## config.mk

```make
export PLATFORM = sky130hd
export DESIGN_NAME = two_point_distance_measure
export DESIGN_NICKNAME = d
export VERILOG_FILES = /design/src/hw/rtl/tpdm_pkg.sv /design/src/hw/rtl/tpdm_ctrl.sv /design/src/hw/rtl/tpdm_dp.sv /design/src/hw/rtl/two_point_distance_measure.sv
export VERILOG_INCLUDE_DIRS = /design/src /design/src/hw/rtl
export SDC_FILE = /design/constraint.sdc
export NUM_CORES = 1
export LEC_CHECK = 0
export ABC_AREA = 1
export BUFFER_PORTS_ARGS = -buffer_cell sky130_fd_sc_hd__buf_2
export CAP_MARGIN = 5
export CORE_MARGIN = 2
export CORE_UTILIZATION = 65
export CTS_BUF_LIST = sky130_fd_sc_hd__clkbuf_8
export CTS_CLUSTER_DIAMETER = 50
export DETAILED_ROUTE_END_ITERATION = 12
export PLACE_DENSITY = 0.81
export SLEW_MARGIN = 30
export SYNTH_ARGS = -nofsm -noshare
export SYNTH_HDL_FRONTEND = slang
export SYNTH_SLANG_ARGS = --single-unit
```

## constraint.sdc

```tcl
create_clock -name clk -period 15.9 [get_ports clk]
set_input_delay 3.18 -clock clk [delete_from_list [all_inputs] [get_ports clk]]
set_output_delay 3.18 -clock clk [all_outputs]
set_load 0.01 [all_outputs]
```

## src/hw/rtl/two_point_distance_measure_defines.svh

```systemverilog
// assertion macros for the two point distance measure block
// expects clk and rst in the scope of each use
`ifndef TWO_POINT_DISTANCE_MEASURE_DEFINES_SVH
`define TWO_POINT_DISTANCE_MEASURE_DEFINES_SVH

// same-cycle implication
`define TPDM_ASSERT_IMPL(lbl, ante, cons) \
  lbl: assert property (@(posedge clk) disable iff (rst) (ante) |-> (cons)) \
    else $error("tpdm assertion failed");

// next-cycle implication
`define TPDM_ASSERT_NEXT(lbl, ante, cons) \
  lbl: assert property (@(posedge clk) disable iff (rst) (ante) |=> (cons)) \
    else $error("tpdm assertion failed");

`endif

```

## src/hw/rtl/tpdm_pkg.sv

```systemverilog
// shared types, widths and codes for the two point distance measure block
// no dependencies
package tpdm_pkg;

  localparam int COORD_BITS = 18;
  localparam int BTN_BITS   = 16;
  localparam int DIAG_BITS  = COORD_BITS + 1;
  localparam int INCH_BITS  = COORD_BITS - 1;
  localparam int SUM_BITS   = 2 * DIAG_BITS;
  localparam int REM_BITS   = DIAG_BITS + 1;
  localparam int ITER_BITS  = $clog2(DIAG_BITS);

  // cm to inch: (d * 25801) >> 16
  localparam int INCH_MUL   = 25801;
  localparam int INCH_SHIFT = 16;
  localparam int K_BITS     = 15;
  localparam int MB_BITS    = (DIAG_BITS > K_BITS) ? DIAG_BITS : K_BITS;
  localparam int PROD_BITS  = DIAG_BITS + MB_BITS;

  localparam logic KIND_ARM    = 1'b0;
  localparam logic KIND_PACKET = 1'b1;

  // measurement phase
  localparam logic [1:0] PH_IDLE    = 2'd0;
  localparam logic [1:0] PH_PRESS   = 2'd1;
  localparam logic [1:0] PH_RELEASE = 2'd2;

  // datapath operations
  localparam logic [3:0] OP_NONE = 4'd0;
  localparam logic [3:0] OP_SQX  = 4'd1;
  localparam logic [3:0] OP_SQY  = 4'd2;
  localparam logic [3:0] OP_ADD  = 4'd3;
  localparam logic [3:0] OP_ROOT = 4'd4;
  localparam logic [3:0] OP_RND  = 4'd5;
  localparam logic [3:0] OP_INH  = 4'd6;
  localparam logic [3:0] OP_INV  = 4'd7;
  localparam logic [3:0] OP_IND  = 4'd8;
  localparam logic [3:0] OP_OUT  = 4'd9;

  typedef struct packed {
    logic                  kind;
    logic [COORD_BITS-1:0] pos_x;
    logic [COORD_BITS-1:0] pos_y;
    logic [BTN_BITS-1:0]   buttons;
  } in_item_t;

  typedef struct packed {
    logic [COORD_BITS-1:0] horiz_cm;
    logic [COORD_BITS-1:0] vert_cm;
    logic [DIAG_BITS-1:0]  diag_cm;
    logic [INCH_BITS-1:0]  horiz_in;
    logic [INCH_BITS-1:0]  vert_in;
    logic [COORD_BITS-1:0] diag_in;
  } out_item_t;

  typedef struct packed {
    logic       first_ld;
    logic       diff_ld;
    logic [3:0] op;
  } dp_cmd_t;

  typedef struct packed {
    logic root_last;
  } dp_stat_t;

  typedef struct packed {
    logic [1:0] phase;
  } ctl_stat_t;

endpackage

```

## src/hw/rtl/tpdm_ctrl.sv

```systemverilog
// sequencer and measurement phase tracking
// depends on tpdm_pkg
module tpdm_ctrl (
  input  logic               clk,
  input  logic               rst,
  input  logic               in_valid,
  output logic               in_ready,
  input  tpdm_pkg::in_item_t in_data,
  output logic               out_valid,
  input  logic               out_ready,
  output tpdm_pkg::dp_cmd_t  cmd,
  input  tpdm_pkg::dp_stat_t stat,
  output tpdm_pkg::ctl_stat_t ctl
);
  import tpdm_pkg::*;

  localparam logic [3:0] S_IDLE = 4'd0;
  localparam logic [3:0] S_SQX  = 4'd1;
  localparam logic [3:0] S_SQY  = 4'd2;
  localparam logic [3:0] S_ADD  = 4'd3;
  localparam logic [3:0] S_ROOT = 4'd4;
  localparam logic [3:0] S_RND  = 4'd5;
  localparam logic [3:0] S_INH  = 4'd6;
  localparam logic [3:0] S_INV  = 4'd7;
  localparam logic [3:0] S_IND  = 4'd8;
  localparam logic [3:0] S_OUT  = 4'd9;

  logic [3:0] state, state_next;
  logic [1:0] phase, phase_next;
  logic       out_valid_next;
  logic       accept;
  logic       pressed;
  logic       out_free;

  assign in_ready  = (state == S_IDLE);
  assign accept    = in_valid && in_ready;
  assign pressed   = |in_data.buttons;
  assign out_free  = !out_valid || out_ready;
  assign ctl.phase = phase;

  always_comb begin
    state_next   = state;
    phase_next   = phase;
    cmd.first_ld = 1'b0;
    cmd.diff_ld  = 1'b0;
    cmd.op       = OP_NONE;
    case (state)
      S_IDLE: begin
        if (accept) begin
          if (in_data.kind == KIND_ARM) begin
            phase_next = PH_PRESS;
          end else if (phase == PH_PRESS && pressed) begin
            cmd.first_ld = 1'b1;
            phase_next   = PH_RELEASE;
          end else if (phase == PH_RELEASE && !pressed) begin
            cmd.diff_ld = 1'b1;
            phase_next  = PH_IDLE;
            state_next  = S_SQX;
          end
        end
      end
      S_SQX: begin
        cmd.op     = OP_SQX;
        state_next = S_SQY;
      end
      S_SQY: begin
        cmd.op     = OP_SQY;
        state_next = S_ADD;
      end
      S_ADD: begin
        cmd.op     = OP_ADD;
        state_next = S_ROOT;
      end
      S_ROOT: begin
        cmd.op = OP_ROOT;
        if (stat.root_last) begin
          state_next = S_RND;
        end
      end
      S_RND: begin
        cmd.op     = OP_RND;
        state_next = S_INH;
      end
      S_INH: begin
        cmd.op     = OP_INH;
        state_next = S_INV;
      end
      S_INV: begin
        cmd.op     = OP_INV;
        state_next = S_IND;
      end
      S_IND: begin
        cmd.op     = OP_IND;
        state_next = S_OUT;
      end
      S_OUT: begin
        if (out_free) begin
          cmd.op     = OP_OUT;
          state_next = S_IDLE;
        end
      end
      default: begin
        state_next = S_IDLE;
      end
    endcase
  end

  always_comb begin
    out_valid_next = out_valid;
    if (cmd.op == OP_OUT) begin
      out_valid_next = 1'b1;
    end else if (out_ready) begin
      out_valid_next = 1'b0;
    end
  end

  always_ff @(posedge clk) begin
    if (rst) begin
      state     <= S_IDLE;
      phase     <= PH_IDLE;
      out_valid <= 1'b0;
    end else begin
      state     <= state_next;
      phase     <= phase_next;
      out_valid <= out_valid_next;
    end
  end

endmodule

```

## src/hw/rtl/tpdm_dp.sv

```systemverilog
// datapath: point registers, shared multiplier, bit-serial square root, result register
// depends on tpdm_pkg
module tpdm_dp (
  input  logic                clk,
  input  tpdm_pkg::in_item_t  in_data,
  input  tpdm_pkg::dp_cmd_t   cmd,
  output tpdm_pkg::dp_stat_t  stat,
  output tpdm_pkg::out_item_t out_data
);
  import tpdm_pkg::*;

  logic [COORD_BITS-1:0] first_x, first_y;
  logic [COORD_BITS-1:0] dx, dy;
  logic [COORD_BITS-1:0] dx_new, dy_new;
  logic [SUM_BITS-1:0]   acc;
  logic [PROD_BITS-1:0]  prod;
  logic [REM_BITS-1:0]   rem;
  logic [DIAG_BITS-1:0]  root;
  logic [ITER_BITS-1:0]  iter;
  logic [INCH_BITS-1:0]  hin, vin;
  out_item_t             out_reg;

  logic [DIAG_BITS-1:0]  mul_a;
  logic [MB_BITS-1:0]    mul_b;
  logic [REM_BITS+1:0]   rem_t;
  logic [REM_BITS+1:0]   trial;
  logic [REM_BITS+1:0]   rem_sub;
  logic                  take;

  assign dx_new = (in_data.pos_x > first_x) ? in_data.pos_x - first_x
                                            : first_x - in_data.pos_x;
  assign dy_new = (in_data.pos_y > first_y) ? in_data.pos_y - first_y
                                            : first_y - in_data.pos_y;

  // one shared multiplier for squares and the inch scaling
  always_comb begin
    case (cmd.op)
      OP_SQX: begin
        mul_a = DIAG_BITS'(dx);
        mul_b = MB_BITS'(dx);
      end
      OP_SQY: begin
        mul_a = DIAG_BITS'(dy);
        mul_b = MB_BITS'(dy);
      end
      OP_INH: begin
        mul_a = DIAG_BITS'(dx);
        mul_b = MB_BITS'(INCH_MUL);
      end
      OP_INV: begin
        mul_a = DIAG_BITS'(dy);
        mul_b = MB_BITS'(INCH_MUL);
      end
      OP_IND: begin
        mul_a = root;
        mul_b = MB_BITS'(INCH_MUL);
      end
      default: begin
        mul_a = '0;
        mul_b = '0;
      end
    endcase
  end

  // one result bit per step: bring down two radicand bits, try root*4+1
  assign rem_t   = {rem, acc[SUM_BITS-1 -: 2]};
  assign trial   = (REM_BITS+2)'({root, 2'b01});
  assign take    = (rem_t >= trial);
  assign rem_sub = rem_t - trial;

  assign stat.root_last = (iter == ITER_BITS'(DIAG_BITS - 1));

  always_ff @(posedge clk) begin
    if (cmd.first_ld) begin
      first_x <= in_data.pos_x;
      first_y <= in_data.pos_y;
    end
    if (cmd.diff_ld) begin
      dx <= dx_new;
      dy <= dy_new;
    end
    // product holds while the result load waits for the output register
    if (cmd.op != OP_NONE) begin
      prod <= PROD_BITS'(mul_a) * PROD_BITS'(mul_b);
    end
    case (cmd.op)
      OP_SQY: begin
        acc <= SUM_BITS'(prod);
      end
      OP_ADD: begin
        acc  <= acc + SUM_BITS'(prod);
        rem  <= '0;
        root <= '0;
        iter <= '0;
      end
      OP_ROOT: begin
        if (take) begin
          rem  <= rem_sub[REM_BITS-1:0];
          root <= {root[DIAG_BITS-2:0], 1'b1};
        end else begin
          rem  <= rem_t[REM_BITS-1:0];
          root <= {root[DIAG_BITS-2:0], 1'b0};
        end
        acc  <= acc << 2;
        iter <= iter + 1'b1;
      end
      OP_RND: begin
        if (rem > REM_BITS'(root)) begin
          root <= root + 1'b1;
        end
      end
      OP_INV: begin
        hin <= prod[INCH_SHIFT +: INCH_BITS];
      end
      OP_IND: begin
        vin <= prod[INCH_SHIFT +: INCH_BITS];
      end
      OP_OUT: begin
        out_reg.horiz_cm <= dx;
        out_reg.vert_cm  <= dy;
        out_reg.diag_cm  <= root;
        out_reg.horiz_in <= hin;
        out_reg.vert_in  <= vin;
        out_reg.diag_in  <= prod[INCH_SHIFT +: COORD_BITS];
      end
      default: begin
      end
    endcase
  end

  assign out_data = out_reg;

endmodule

```

## src/hw/rtl/two_point_distance_measure.sv

```systemverilog
// channel | direction | payload          | accepted when
// in      | input     | in_data (kind, x, y, buttons) | in_valid && in_ready
// out     | output    | out_data (cm and inch distances) | out_valid && out_ready
//
// arm events, press packets and ignored packets leave the block idle, so in_ready stays high for the next item
// a release packet that ends a measurement loads the differences on its accepting edge,
// then holds in_ready low through two squares, add, 19 root steps
// (one result bit a cycle), round, three inch scalings through the shared multiplier,
// then the result load
// the result load waits while a previous result is still held in the output register
// rst is synchronous, active high; it returns the block to idle with nothing armed
// top level: sequencer tpdm_ctrl, datapath tpdm_dp; depends on tpdm_pkg and the defines header
`include "two_point_distance_measure_defines.svh"

module two_point_distance_measure (
  input  logic                clk,
  input  logic                rst,
  input  logic                in_valid,
  output logic                in_ready,
  input  tpdm_pkg::in_item_t  in_data,
  output logic                out_valid,
  input  logic                out_ready,
  output tpdm_pkg::out_item_t out_data
);
  import tpdm_pkg::*;

  // command and status between sequencer and datapath
  dp_cmd_t   cmd;
  dp_stat_t  stat;
  ctl_stat_t ctl;

  // sequencer: phase tracking, step order, output valid
  tpdm_ctrl u_ctrl (
    .clk       (clk),
    .rst       (rst),
    .in_valid  (in_valid),
    .in_ready  (in_ready),
    .in_data   (in_data),
    .out_valid (out_valid),
    .out_ready (out_ready),
    .cmd       (cmd),
    .stat      (stat),
    .ctl       (ctl)
  );

  // datapath: first point, differences, squares, root, inch scaling
  tpdm_dp u_dp (
    .clk      (clk),
    .in_data  (in_data),
    .cmd      (cmd),
    .stat     (stat),
    .out_data (out_data)
  );

  // an arm item never stalls the input and always waits for a press next
  `TPDM_ASSERT_NEXT(a_arm_one_cycle, in_valid && in_ready && in_data.kind == KIND_ARM, in_ready && ctl.phase == PH_PRESS)
  // a release while waiting for it starts the computation and disarms
  `TPDM_ASSERT_NEXT(a_release_starts, in_valid && in_ready && in_data.kind == KIND_PACKET && ctl.phase == PH_RELEASE && in_data.buttons == '0, !in_ready && ctl.phase == PH_IDLE)
  // the diagonal is never shorter than either side
  `TPDM_ASSERT_IMPL(a_diag_lower, out_valid, out_data.diag_cm >= out_data.horiz_cm && out_data.diag_cm >= out_data.vert_cm)
  // and never longer than both sides together
  `TPDM_ASSERT_IMPL(a_diag_upper, out_valid, out_data.diag_cm <= out_data.horiz_cm + out_data.vert_cm)

endmodule
```

=== Yosys cells after proc, flatten, opt, wreduce, memory -nomap -nowiden ===
Cells that the tools add are included.
Widths: inputs -> output; s select.

* Flip-flop bits (word level): 340
* Input port bits: 57
* Logic and storage cells: 112

* Add/sub/neg operators: 8
* Multiply operators: 1
* Order comparisons: 4
* Equal/unequal tests: 29
* Multiplexer cells: 31
* Reductions and logical operators: 19

{| class="wikitable"
|+ Operator list
! kind !! number
|-
| $pmux 19 s3 || 2
|-
| $pmux 38 s3 || 1
|-
| $sub 18x18->18 || 4
|-
| $pmux 18 s3 || 1
|-
| $pmux 20 s2 || 1
|-
| $pmux 4 s10 || 1
|-
| $add 38x38->38 || 1
|-
| $mul 19x18->37 || 1
|-
| $gt 18x18->1 || 2
|-
| $mux 18 || 2
|-
| $pmux 4 s9 || 1
|-
| $eq 4x3->1 const B || 8
|-
| $mux 4 || 7
|-
| $ge 22x21->1 || 1
|-
| $gt 20x19->1 || 1
|-
| $mux 20 || 1
|-
| $sub 20x20->20 || 1
|-
| $add 19x1->19 const B || 1
|-
| $mux 19 || 1
|-
| $eq 4x2->1 const B || 4
|-
| $eq 4x4->1 const B || 4
|-
| $reduce_or 16->1 || 1
|-
| $mux 2 || 6
|-
| $ne 2x2->1 const B || 5
|-
| 21 further kinds || 34
|}

=== Logic depth before layout (Yosys ltp) ===
* Depth in word-level cells: 8
* Gate-level depth with buffers: 34

=== Modules after synthesis ===
A second synthesis with hierarchy kept.

* Cells, all modules: 3958
* Area total of the unflattened synthesis: 32466.1 sq um

{| class="wikitable"
|+ By module, submodules not included
! module !! instances !! cells an instance !! area an instance (sq um) !! seq. area each (sq um)
|-
| tpdm_dp || 1 || 3876 || 31965.7 || 9999.6
|-
| tpdm_ctrl || 1 || 82 || 500.5 || 140.1
|}

=== Worst setup path before layout ===
Ideal clock, no wire load.

* Path type: input to register
* Start point: input port out_ready
* End point: register u_dp.prod[0] (enable)
* Library setup time: 402 ps
* Arrival time: 9977 ps
* Required time: 15498 ps
* Slack: 5520 ps
* Stages on the path: 4
* Path buffers: 0
* Cell sequence: inv_1 > a21oi_1 > inv_1 > nand4_1

* Word-level cells in the longest chain between the ends: 4

{| class="wikitable"
|+ Ends and longest elaborated chain
! what !! line !! source
|-
| from (decl) || two_point_distance_measure.sv:22 || <nowiki>input logic out_ready,</nowiki>
|-
| $logic_or 1x1->1 || tpdm_ctrl.sv:38 || <nowiki>assign out_free = !out_valid || out_ready;</nowiki>
|-
| $mux 4 || tpdm_ctrl.sv:97 || <nowiki>if (out_free) begin</nowiki>
|-
| $pmux 4 s9 || tpdm_ctrl.sv:47 || <nowiki>case (state)</nowiki>
|-
| $reduce_bool 4->1 || tpdm_dp.sv:83 || <nowiki>if (cmd.op != OP_NONE) begin</nowiki>
|-
| to (signal assigned) || tpdm_dp.sv:84 || <nowiki>prod <= PROD_BITS'(mul_a) * PROD_BITS'(mul_b);</nowiki>
|-
| to (decl) || tpdm_dp.sv:16 || <nowiki>logic [PROD_BITS-1:0] prod;</nowiki>
|}

Every way passes these cells.
A chain may end at the register's enable or synchronous reset.

=== Worst setup path after layout ===
* Start point: register u_ctrl.state[1]
* End point: register u_dp.prod[25] (data pin)

* Word-level cells in the longest chain between the ends: 6

{| class="wikitable"
|+ Ends and longest elaborated chain
! what !! line !! source
|-
| from (decl) || tpdm_ctrl.sv:28 || <nowiki>logic [3:0] state, state_next;</nowiki>
|-
| from (signal assigned) || tpdm_ctrl.sv:123 || <nowiki>state <= state_next;</nowiki>
|-
| $eq 4x4->1, or another cell as far along || tpdm_ctrl.sv:47 ||
|-
| $pmux 4 s9 (*) || tpdm_ctrl.sv:47 ||
|-
| $eq 4x3->1, or another cell as far along || tpdm_dp.sv:37 || <nowiki>case (cmd.op)</nowiki>
|-
| $reduce_or 3->1 (no line) / $reduce_or 2->1 (equally long branches) || n/a ||
|-
| $pmux 18 s3 / $pmux 19 s3 (equally long branches) || tpdm_dp.sv:37 ||
|-
| $mul 19x18->37 (*) || tpdm_dp.sv:84 ||
|}

Every way passes the cells marked *; elsewhere a longest branch is shown, timed or not.

==> impl_metrics.yaml <==
finish:
  fin_nets: 4668
  layout_common_cells: "nand2_1 (1061), inv_1 (847), edfxtp_1 (332), fa_1 (277), nor2_1 (261)"
  final_common_cell: "nand2_1"
  drive_above_1_share_pct: 8.30
  instances_no_fill: 4799
  syn2layout_area_growth_pct: 8.11
setup_path:
  crit_type: "reg -> reg"
  critPathTopFamily: "adder cells"
  timing.rr.start: "u_ctrl.state[1]$_SDFFE_PP0P_"
  cp.buffers_inverters: 7
  startpoint: "u_ctrl.state[1]$_SDFFE_PP0P_"
  path_max_fanout: 32
  arrival_ns: 8.36
  required_ns: 16.39
  cp-start-kind: "flip-flop"
  crit_slowest_cell: "fa_1"
  max_stage_delay_ns: 0.55
  cp-end-kind: "flip-flop"
status:
  status: "complete, no violations"
detailed_routing:
  vias_per_cell: 5.63
  antenna_left: 0
  routedWlPerCell_um: 18.8
  first_iter_violations: 2423
  routed_wl_um: 90400
  vias: 27021
  dr.pass1.iters: 6
  drc: 0
die:
  dieArea_mm2: 0.0515
  fp.dieW_um: 227
  ios: 166
  rows: 81
  die_h_um: 227
  start_util_pct: 65.9
  placeableCoreArea_mm2: 0.0491
global_routing:
  grt_pass1_wl_um: 141000
  grt_max_degree: 63
  antenna_found_initial: 2
  grt_pass1_vias: 26579
  globalRouteTotalUtil_pct: 35.9
  globalRoute.totalOverflow: 0
cts:
  cts_tree: "done"
  clk_path_buf_depth: 3
  numCtsBuffers: 59
  ctsHoldBuffers: 0
  cts-resized-gates: 0
  cts_root_buffer: "clkbuf_8"
  path_clk_slew_ns: 0.06
  post-cts-setup-buffers: 0
  htreeDepth: 2
  clock_sinks: 339
  insertion_delay_ns: 0.71
pwr:
  pwr-share-comb_pct: 40.6
  netSwitchingFraction_pct: 42.4
  power_switching_uw: 1400
  power_density_mw_per_mm2: 94.5
  leakage_uw: 0.0182
  pwr-share-clk_pct: 23.5
  power_uw: 3300
  p_seq_share_pct: 35.9
  peakVddDrop_mv: 0.0776
  p_int_uw: 1900
sta:
  setup_tns_ns: 0
  fmax_mhz: 127
  hold_viol_final: 0
  post-route-period-util_pct: 49.5
  period_minus_slack_ns: 7.87
  rsz0062_at_grt: "no"
  finClkSkew_ns: 0.0520
  worstMarginPinSlew_ns: 1.04
  max-slew-margin-rel_pct: 30.4
  setup-violations-final: 0
  slew_viol_final: 0
  fin_ws_ns: 8.03
synth:
  ys_types: 54
  ys_warn_count: 0
  syn-cell-area_mm2: 0.0323
  yosys_register_bits: 339
  ys_seq_area_share_pct: 31.3
  postSynthCellCount: 3921
  synth.avg_cell_area_um2: 8.24
hold_path:
  min-delay-start: "u_dp.vin[3]$_DFFE_PN_"
  holdCritPathClass: "reg -> reg"
place:
  place_congestion: 1.00
  hpwl_um: 70700
  place_ws_ns: 8.00
  io_buffers: 165
  numPlacedInstances: 4694
flow_run:
  cap_violations: 0
## cell families (layout without fill, tap and decap cells)
group / Yosys count / count (layout) / synth area share [%]
AO/OA/AOI/OAI: 434 / 434 / 8.28
XOR/XNOR: 91 / 91 / 2.47
adder cells (fa/ha/maj): 520 / 520 / 26.6
buffers and inverters: 933 / 1136 / 11.3
flip-flops: 339 / 339 / 31.3
other: 2 / 13 / 0.0232
AND/OR/NAND/NOR: 1602 / 1602 / 20.1
## cell usage after synthesis, drive strengths merged
cell	number	area share, %
edfxtp	332	31
inv	846	9.8
conb	2	0.023
nand3	166	2.6
nand2	1066	12
buf	54	1.0
o21ai	135	2.5
clkbuf	32	0.39
a22o	17	0.46
o2111a	1	0.035
nor2	270	3.2
a21boi	5	0.12
o32ai	3	0.081
o22ai	13	0.29
o211ai	9	0.32
or2	16	0.31
a21oi	183	2.9
o31ai	1	0.023
dfxtp	7	0.43
xor2	80	2.2
nand4	22	0.43
fa	277	17
o21a	4	0.093
ha	243	9.4
a32o	1	0.031
o21bai	22	0.51
nor3	42	0.68
a22oi	13	0.30
a21o	19	0.44
xnor2	11	0.30
a31oi	3	0.058
clkinv	1	0.012
and3	2	0.039
nor4	5	0.097
and2	2	0.039
nand3b	11	0.26
o221ai	5	0.19
## routing by layer
metal | part of all wire (%) | up-vias | track usage (%)
met1 | 40 | 12749 | 47.6
met3 | 9.4 | 305 | 6.20
li1 | - | 12608 | -
met4 | 5.5 | 0 | 17.6
met2 | 45 | 1359 | 57.5
met5 | 0 | - | 0
## per-stage QoR
step           instance area [um^2]  hold WS, ns  utilization, %
5_1_grt                       34900        0.420            71.2
3_3_place_gp                  33700        0.401            68.8
2_1_floorplan                 32300        0.400               -
3_5_place_dp                  33800        0.405            68.8
6_report                      34900        0.407            71.2
4_1_cts                       34900        0.411            71.1
## cell type report
class,count,area (um^2)
clock inverters,44,298
multi-input cells,2658,18700
inverters,847,3180
clock buffers,59,812
fillers,4033,14100
repair buffers,186,983
well taps,664,831
flip-flops and latches,339,10100
diodes,2,5.00
## worst paths after layout
| path | to | slack, ns | cells past startpoint |
|---|---|---|---|
| min reg2reg | u_dp.out_data[21]$_DFFE_PP_ | 0.41 | 0 |
| max | u_dp.prod[25]$_DFFE_PP_ | 8.03 | 25 |
| min | u_dp.out_data[21]$_DFFE_PP_ | 0.41 | 0 |
| max reg2reg | u_dp.prod[25]$_DFFE_PP_ | 8.03 | 25 |
## state kept, by name, summed over array words and instances (netlist names), 18 cells and up
register       count
u_dp.dx           18
u_dp.rem          20
u_dp.root         19
u_dp.dy           18
u_dp.first_y      18
u_dp.out_data    107
u_dp.prod         37
u_dp.acc          38
u_dp.first_x      18
## power groups by stage
| stage | Sequential (uW) | Combinational (uW) | Clock, uW |
|---|---|---|---|
| finish | 1190 | 1340 | 774 |
| global route | 1190 | 1490 | 816 |
| CTS | 1180 | 1310 | 782 |
| detailed placement | 1200 | 1310 | 0 |
| global placement | 1200 | 1280 | 0 |
| floorplan | 1140 | 956 | 0 |
Power figures use the tool's default switching activity.
